## src/vgco_pkg.sv

```systemverilog
// shared types, codes and defaults for the vote graph command orderer
`default_nettype none
package vgco_pkg;

  localparam int unsigned MAX_COMMANDS_DEF = 32;
  localparam int unsigned MAX_REPLICAS_DEF = 16;
  localparam int unsigned RESULT_LIMIT = 32;
  localparam int unsigned RES_CNT_W = $clog2(RESULT_LIMIT + 1);

  localparam int unsigned CMD_W = 5;
  localparam int unsigned CC_W = 6;
  localparam int unsigned CFG_W = 5;
  localparam int unsigned CFG_IDX_W = 2;

  localparam logic [1:0] OP_CLEAR = 2'd0;
  localparam logic [1:0] OP_ADD = 2'd1;
  localparam logic [1:0] OP_ORDER = 2'd2;

  localparam logic [CFG_IDX_W-1:0] CFG_REPLICAS = 2'd0;
  localparam logic [CFG_IDX_W-1:0] CFG_MAJORITY = 2'd1;

  localparam logic [CFG_W-1:0] REPLICAS_RESET = 5'd4;
  localparam logic [CFG_W-1:0] MAJORITY_RESET = 5'd3;

  typedef struct packed {
    logic [1:0]       op;
    logic [CMD_W-1:0] command;
    logic             last_in_proposal;
    logic [CC_W-1:0]  command_count;
  } item_t;

  typedef struct packed {
    logic [CMD_W-1:0] ordered_command;
    logic             last_of_order;
  } result_t;

  // controller to datapath
  typedef struct packed {
    logic clr_wr;
    logic accept;
    logic seen_clr;
    logic add_fin;
    logic e_next;
    logic add_wr;
    logic bld_rd;
    logic bld_ev;
    logic walk_init;
    logic pick_nd;
    logic pick_cmp;
    logic succ_ev;
    logic emit;
  } dp_cmd_t;

  // datapath to controller
  typedef struct packed {
    logic       clr_last;
    logic [1:0] op;
    logic       cmd_ok;
    logic       n_zero;
    logic       seen_e;
    logic       e_last;
    logic       i_last;
    logic       j_last;
    logic       deq_node;
    logic       k_last;
    logic       emit_last;
  } dp_stat_t;

endpackage
`default_nettype wire

```

## src/vgco_ctrl.sv

```systemverilog
// sequencing state machine of the command orderer
`default_nettype none
module vgco_ctrl (
  input  wire                 clk_i,
  input  wire                 rst_ni,
  input  wire                 start,
  output logic                busy,
  input  vgco_pkg::dp_stat_t  stat_i,
  output vgco_pkg::dp_cmd_t   cmd_o
);

  localparam logic [3:0] S_CLR      = 4'd0;
  localparam logic [3:0] S_IDLE     = 4'd1;
  localparam logic [3:0] S_DEC      = 4'd2;
  localparam logic [3:0] S_ADD_RD   = 4'd3;
  localparam logic [3:0] S_ADD_WR   = 4'd4;
  localparam logic [3:0] S_BLD_RD   = 4'd5;
  localparam logic [3:0] S_BLD_EV   = 4'd6;
  localparam logic [3:0] S_WALK     = 4'd7;
  localparam logic [3:0] S_PICK_RD  = 4'd8;
  localparam logic [3:0] S_PICK_ND  = 4'd9;
  localparam logic [3:0] S_PICK_CMP = 4'd10;
  localparam logic [3:0] S_SUCC_RD  = 4'd11;
  localparam logic [3:0] S_SUCC_EV  = 4'd12;
  localparam logic [3:0] S_EMIT     = 4'd13;

  logic [3:0] state_q, state_d;

  assign busy = state_q != S_IDLE;

  always_comb begin
    state_d = state_q;
    cmd_o = '0;
    case (state_q)
      S_CLR: begin
        cmd_o.clr_wr = 1'b1;
        if (stat_i.clr_last) state_d = S_IDLE;
      end
      S_IDLE: begin
        if (start) begin
          cmd_o.accept = 1'b1;
          state_d = S_DEC;
        end
      end
      S_DEC: begin
        case (stat_i.op)
          vgco_pkg::OP_CLEAR: begin
            cmd_o.seen_clr = 1'b1;
            state_d = S_CLR;
          end
          vgco_pkg::OP_ADD: begin
            if (stat_i.cmd_ok) begin
              state_d = S_ADD_RD;
            end else begin
              cmd_o.add_fin = 1'b1;
              state_d = S_IDLE;
            end
          end
          vgco_pkg::OP_ORDER: begin
            state_d = stat_i.n_zero ? S_IDLE : S_BLD_RD;
          end
          default: state_d = S_IDLE;
        endcase
      end
      S_ADD_RD: begin
        if (stat_i.seen_e) begin
          state_d = S_ADD_WR;
        end else begin
          cmd_o.e_next = 1'b1;
          if (stat_i.e_last) begin
            cmd_o.add_fin = 1'b1;
            state_d = S_IDLE;
          end
        end
      end
      S_ADD_WR: begin
        cmd_o.add_wr = 1'b1;
        if (stat_i.e_last) begin
          cmd_o.add_fin = 1'b1;
          state_d = S_IDLE;
        end else begin
          state_d = S_ADD_RD;
        end
      end
      S_BLD_RD: begin
        cmd_o.bld_rd = 1'b1;
        state_d = S_BLD_EV;
      end
      S_BLD_EV: begin
        cmd_o.bld_ev = 1'b1;
        state_d = (stat_i.i_last && stat_i.j_last) ? S_WALK : S_BLD_RD;
      end
      S_WALK: begin
        cmd_o.walk_init = 1'b1;
        state_d = S_PICK_RD;
      end
      S_PICK_RD: state_d = S_PICK_ND;
      S_PICK_ND: begin
        cmd_o.pick_nd = 1'b1;
        if (stat_i.deq_node) begin
          state_d = stat_i.k_last ? S_SUCC_RD : S_PICK_RD;
        end else begin
          state_d = S_PICK_CMP;
        end
      end
      S_PICK_CMP: begin
        cmd_o.pick_cmp = 1'b1;
        state_d = stat_i.k_last ? S_SUCC_RD : S_PICK_RD;
      end
      S_SUCC_RD: state_d = S_SUCC_EV;
      S_SUCC_EV: begin
        cmd_o.succ_ev = 1'b1;
        if (stat_i.i_last) state_d = S_EMIT;
        else state_d = S_SUCC_RD;
      end
      S_EMIT: begin
        cmd_o.emit = 1'b1;
        state_d = stat_i.emit_last ? S_IDLE : S_PICK_RD;
      end
      default: state_d = S_IDLE;
    endcase
  end

  // reset starts with a sweep that zeroes the vote store
  always_ff @(posedge clk_i or negedge rst_ni) begin
    if (!rst_ni) begin
      state_q <= S_CLR;
    end else begin
      state_q <= state_d;
    end
  end

endmodule
`default_nettype wire

```

## config.mk

```make
export PLATFORM = sky130hd
export DESIGN_NAME = vgco_ctrl
export DESIGN_NICKNAME = d
export VERILOG_FILES = /design/src/vgco_pkg.sv /design/src/vgco_ctrl.sv
export SDC_FILE = /design/constraint.sdc
export NUM_CORES = 1
export LEC_CHECK = 0
export CAP_MARGIN = 20
export CORE_AREA = 2 2 39 41
export DETAILED_ROUTE_END_ITERATION = 7
export DIE_AREA = 0 0 41 43
export DONT_BUFFER_PORTS = 1
export SETUP_SLACK_MARGIN = 0.15
export SLEW_MARGIN = 20
export SYNTH_ARGS = -nofsm -noshare
export SYNTH_HDL_FRONTEND = slang
export SYNTH_SLANG_ARGS = --single-unit
```

## constraint.sdc

```tcl
create_clock -name clk_i -period 1.7 [get_ports clk_i]
set_input_delay 0.34 -clock clk_i [delete_from_list [all_inputs] [get_ports clk_i]]
set_output_delay 0.34 -clock clk_i [all_outputs]
set_load 0.02 [all_outputs]
```

==> results of run 1 <==
timing repair:
action	4_1_cts	5_1_grt
hold buffers	1	0
setup endpoints to repair	13	15
pin swaps	4	5
hold endpoints to repair	4	0
resized for setup	18	34
buffers inserted	11	5
cells in the final DEF (no fill, tap or decap), types with 3 or more instances in the layout:
cell	Yosys	final
dfrtp_2	0	3
buf_4	0	19
nand3b_1	3	3
nor2_1	10	4
buf_6	0	11
clkbuf_4	0	3
nor2_4	0	5
nand2_1	8	5
nor3_2	0	4
a21oi_1	4	4
o21ai_0	9	7
per-layer routing:
metal,GRT usage,wire length [um]
met1,0.2677,757
met2,0.3406,1043
met3,0.06806,211
met4,0.1333,72
met5,0,0
synthesized netlist by cell type, types with 2 or more instances:
master / n / area [um2]
buf_2: 5 / 25.02
nor3_1: 5 / 25.02
nand2b_1: 4 / 25.02
nor2_1: 10 / 37.54
a21oi_1: 4 / 20.02
dfrtp_1: 4 / 100.1
nor2b_1: 2 / 12.51
inv_1: 4 / 15.01
o21ai_0: 9 / 45.04
nand3b_1: 3 / 22.52
o22ai_1: 2 / 12.51
nand2_1: 8 / 30.03
nor4_1: 2 / 12.51
stage by stage:
stage | instance area, um2 | utilization | hold WS, ns | total power [uW]
floorplan | 524.3 | - | 0.04441 | 874.2
global placement | 626.9 | 0.4530 | 0.04448 | 1087
detailed placement | 626.9 | 0.4530 | 0.04448 | 1092
CTS | 792.0 | 0.5723 | 0.2598 | 1496
global route | 963.4 | 0.6962 | 0.2690 | 1976
finish | 963.4 | 0.6962 | 0.2620 | 1875
final timing paths:
path                       startpoint         end  slack, ns  depth (start not counted)
setup / recovery           state_q[1]   cmd_o[12]       0.06                          2
hold / removal             stat_i[11]  state_q[0]       0.26                          2
setup reg to reg           state_q[0]  state_q[0]       0.19                          7
hold reg to reg            state_q[3]  state_q[3]       0.77                          2
max in group asynchronous      rst_ni  state_q[0]       1.13                          1
min in group asynchronous      rst_ni  state_q[3]       0.38                          1
layout make-up:
type	instances	area [um2]	area share
repair buffers	32	291.5	0.3026
inverters	4	25.02	0.02597
flip-flops and latches	4	103.9	0.1078
multi-input cells	63	500.5	0.5195
clock buffers	3	22.52	0.02338
well taps	16	20.02	0.02078
cell families after synthesis:
group	after synthesis	share of synthesized area
and+or+nand+nor	40	0.4251
AOI/OAI and AO/OA	23	0.2899
buffers and inverters	10	0.08843
DFF	4	0.1966
report_power, final:
part | switching [uW] | internal (uW)
sequential | 86.5 | 149
combinational | 819 | 705
clock | 36.9 | 78.8
total | 943 | 932
==> run_results.csv, run 1 <==
group,metric,value,unit
global_route,grt_max_degree,10,
synth,synthesis.nets,92,
clock_tree,cts_root_buf,"clkbuf_4",
clock_tree,cts_tree,"done",
global_route,antenna_found_initial,0,
sta,post-route-period-util,0.9663,
clock_tree,clk-insertion-delay-late,0.23,ns
floorplanning,dieArea,1763,um2
global_route,grt_pass1_vias,659,
critical_path,critPathMaxFanout,7,
synth,ys_warn_count,0,
floorplanning,start_util,0.3680,
global_route,gr-total-overflow,0,
sta,rsz0062_at_grt,"yes",
drt,drc,0,
synth,seq_area_frac_synth,0.1966,
critical_path,worst_setup_path_end_kind,"primary output",
sta,skew,0.004120,ns
layout,layout.cells.non_filler,122,
layout,nFillCells,106,
layout,post_route_cells_drive_above_1_share,0.5755,
sta,slew_violations,0,
min_path,min_path_type,"input pin to flip-flop",
layout,regMostFlops,"state_q",
placement,dp_slack,0.1897,ns
global_route,grt_pass1_wl,2732,um
power_and_ir_drop,ir_worst_vdd,1.040,mV
critical_path,path_delay_family,"simple AND/OR/NAND/NOR gates",
sta,hold_viol_final,0,
power_and_ir_drop,power-per-cell-area,1946,nW/um2
drt,drtPass1Iterations,4,
synth,netlist_instances,77,
layout,layout.nets,123,
placement,gp_congestion,0.8745,
sta,fin_crit,1.643,ns
layout,antenna_cells,0,
sta,final.setup.worst_slack,0.05735,ns
placement,hpwl,1113,um
floorplanning,fp.coreArea,1384,um2
clock_tree,cts.sinks,4,
critical_path,crit_chain,"buf_6, nor4_4",
synth,synth_seq_cells,4,
critical_path,required,1.36,ns
sta,finalSetupTns,0,ns
synth,ys.flop_type,"dfrtp_1",
clock_tree,cts_buffers,3,
drt,drt_iter0_markers,29,
clock_tree,path_clk_slew,0.03,ns
layout,area_delta_synth_final,89.19,%
synth,synth_edf_count,0,
floorplanning,die_width,41,um
critical_path,critPathArrivalTime,1.30,ns
floorplanning,die_y,43,um
floorplanning,io_pins,29,
drt,antenna_left,0,
synth,syn_area,509.2,um2
synth,synth.avg_cell_area,6.613,um2
drt,vias,739,
critical_path,start_kind,"flip-flop",
critical_path,critPathMaxStageDelay,0.48,ns
global_route,grt_usage,0.2261,
drt,wl_per_cell,17.08,um
run_status,status,"completed",
critical_path,crit_slowest_cell,"nor4_4",
sta,setup_viol,0,
critical_path,critical_path_class,"flip-flop to primary output",
sta,slew_headroom,0.6955,
job,maxCapViolations,0,
synth,synth.distinct_cells,28,
clock_tree,clk_path_buf_depth,2,
power_and_ir_drop,leakagePower,0.0003866,uW
synth,async_flop_share,1.000,
drt,drt-vias-per-instance,6.057,
drt,routed_wl,2084,um
sta,worst_slew_pin_slew,0.4534,ns
sta,max_freq,608.8,MHz
clock_tree,cts-htree-levels,1,
layout,top_regs,"state_q x4",
placement,numPortBuffers,0,
floorplanning,num_rows,14,
placement,numPlacedInstances,102,
layout,largest_reg_flops,4,
critical_path,critPathBufInv,1,
No activity file was read; power rests on OpenSTA's default activity.
==> run 2, diff against run 1 <==
CORE_AREA = unset   (was 2 2 39 41)
CORE_UTILIZATION = 35   (was unset)
DIE_AREA = unset   (was 0 0 41 43)
RECOVER_POWER = 50   (was unset)
TNS_END_PERCENT = 10   (was unset)
==> run_results.csv, run 2 (synthesis gave the netlist of run 1 again) <==
group,metric,value,unit
critical_path,crit_slowest_cell,"dfrtp_2",
run_status,status,"finished, violations left",
floorplanning,die_y,40.15,um
critical_path,reg2reg_depth,5,
critical_path,critPathMaxFanout,10,
critical_path,critPathMaxStageDelay,0.47,ns
power_and_ir_drop,leakagePower,0.0003123,uW
clock_tree,cts_root_buf,"clkbuf_4",
floorplanning,start_util,0.3818,
critical_path,path_delay_family,"flip-flops",
sta,timing.hold.ws,0.2520,ns
global_route,grt_usage,0.2094,
clock_tree,cts-htree-levels,1,
layout,largest_reg_flops,4,
global_route,gr-total-overflow,0,
sta,worst_slew_pin_slew,0.4156,ns
global_route,grt_max_degree,11,
layout,post_route_cells_drive_above_1_share,0.4082,
drt,antenna_left,0,
clock_tree,clk-insertion-delay-late,0.23,ns
critical_path,required,1.36,ns
critical_path,crit_chain,"buf_4, nand2b_1, nor2_1, buf_4",
sta,slew_headroom,0.7209,
critical_path,start_kind,"flip-flop",
sta,setup_viol,1,
clock_tree,clk_path_buf_depth,2,
floorplanning,die_width,40.15,um
clock_tree,path_clk_slew,0.04,ns
layout,mostFrequentLayoutCell,"buf_4",
critical_path,worst_setup_path_end_kind,"primary output",
sta,final.setup.worst_slack,-0.005377,ns
critical_path,cp.depth,4,
layout,antenna_cells,0,
critical_path,crit_end,"cmd_o[2]",
power_and_ir_drop,ir_worst_vdd,0.7903,mV
critical_path,timing.rr.start,"state_q[3]",
global_route,antenna_found_initial,0,
clock_tree,cts_tree,"done",
placement,numPortBuffers,0,
critical_path,reg2reg_slack,0.27,ns
min_path,min_path_type,"input pin to flip-flop",
global_route,grt_pass1_vias,524,
clock_tree,cts_buffers,3,
layout,layout.nets,115,
sta,slew_violations,0,
min_path,hold_depth,2,
sta,post-route-period-util,1.003,
drt,wl_per_cell,14.35,um
placement,gp_congestion,0.8246,
critical_path,critical_path_class,"flip-flop to primary output",
floorplanning,fp.coreArea,1334,um2
power_and_ir_drop,power-per-cell-area,1881,nW/um2
floorplanning,num_rows,13,
floorplanning,dieArea,1612,um2
critical_path,critPathBufInv,2,
drt,drc,0,
placement,hpwl,1149,um
placement,placed_area,640.6,um2
floorplanning,io_pins,29,
sta,max_freq,586.4,MHz
sta,fin_crit,1.705,ns
critical_path,reg2reg_to,"state_q[0]",
drt,drt-vias-per-instance,5.655,
critical_path,critPathMostFrequentCell,"buf_4",
job,maxCapViolations,0,
sta,hold_viol_final,0,
drt,vias,639,
drt,drt_iter0_markers,13,
drt,routed_wl,1621,um
layout,top_regs,"state_q x4",
drt,drtPass1Iterations,4,
sta,rsz0062_at_grt,"yes",
clock_tree,cts.sinks,4,
critical_path,critPathLaunch,"state_q[0]",
sta,skew,0.001553,ns
run_status,violations,"setup timing",
layout,layout_common_cells,"buf_4 (21), nor2_1 (10), o21ai_0 (9)",
global_route,grt_pass1_wl,2270,um
critical_path,critPathArrivalTime,1.37,ns
layout,area_delta_synth_final,47.42,%
layout,regMostFlops,"state_q",
layout,fin_area,750.7,um2
==> run 2: cell types whose count changed in the layout (fill, tap and decap cells not counted), moves of 3 or more <==
cell    previous run  this run
buf_6             11         2
nor2_1             4        10
nor2_4             5         1
nor3_1             1         4
nor3_2             4         1
==> run 2: area by class of cell <==
type                            instances  area, um2
Tap cell                               15      18.77
Fill cell                             125      583.1
Timing Repair Buffer                   24      190.2
Inverter                                4      15.01
Multi-Input combinational cell         63      399.1
Sequential cell                         4      105.1
Clock buffer                            3      22.52
==> run 2: metrics by stage <==
step / worst slack (ns) / TNS [ns] / total power, uW / utilization / instances
global placement: 0.2224 / 0 / 1112 / 0.4803 / 103
detailed placement: 0.1963 / 0 / 1118 / 0.4803 / 103
global route: -0.08877 / -0.1741 / 1525 / 0.5629 / 113
floorplan: 0.1618 / 0 / 874.2 / - / 77
CTS: 0.01249 / 0 / 1319 / 0.5310 / 109
finish: -0.005377 / -0.005377 / 1412 / 0.5629 / 113
==> run 2: timing repair <==
action,CTS,global route
pin swaps,1,2
hold buffers,1,0
hold endpoints to repair,4,0
gates resized for setup,8,6
setup buffers,2,4
endpoints found under the setup margin,14,14
==> run 2: power by group <==
group | internal, uW | leakage (uW) | switching, uW | total, uW
combinational | 476 | 0.000254 | 572 | 1050
sequential | 151 | 0.0000446 | 96.7 | 248
clock | 78.9 | 0.0000138 | 37.6 | 117
==> run 2: how the worst min path moves through the flow <==
stage | startpoint | end | slack, ns
5_1_grt | stat_i[11] | state_q[0] | 0.24
3_3_place_gp | rst_ni | state_q[3] | 0.04
6_report | stat_i[11] | state_q[0] | 0.25
3_5_place_dp | rst_ni | state_q[1] | 0.04
2_1_floorplan | rst_ni | state_q[0] | 0.04
4_1_cts | stat_i[11] | state_q[0] | 0.24
==> run 2: routing by layer <==
metal / part of all wire / global-route usage
met1: 0.47 / 0.3007
met2: 0.47 / 0.3065
met3: 0.054 / 0.03889
met4: 0 / 0.06897
met5: 0 / 0
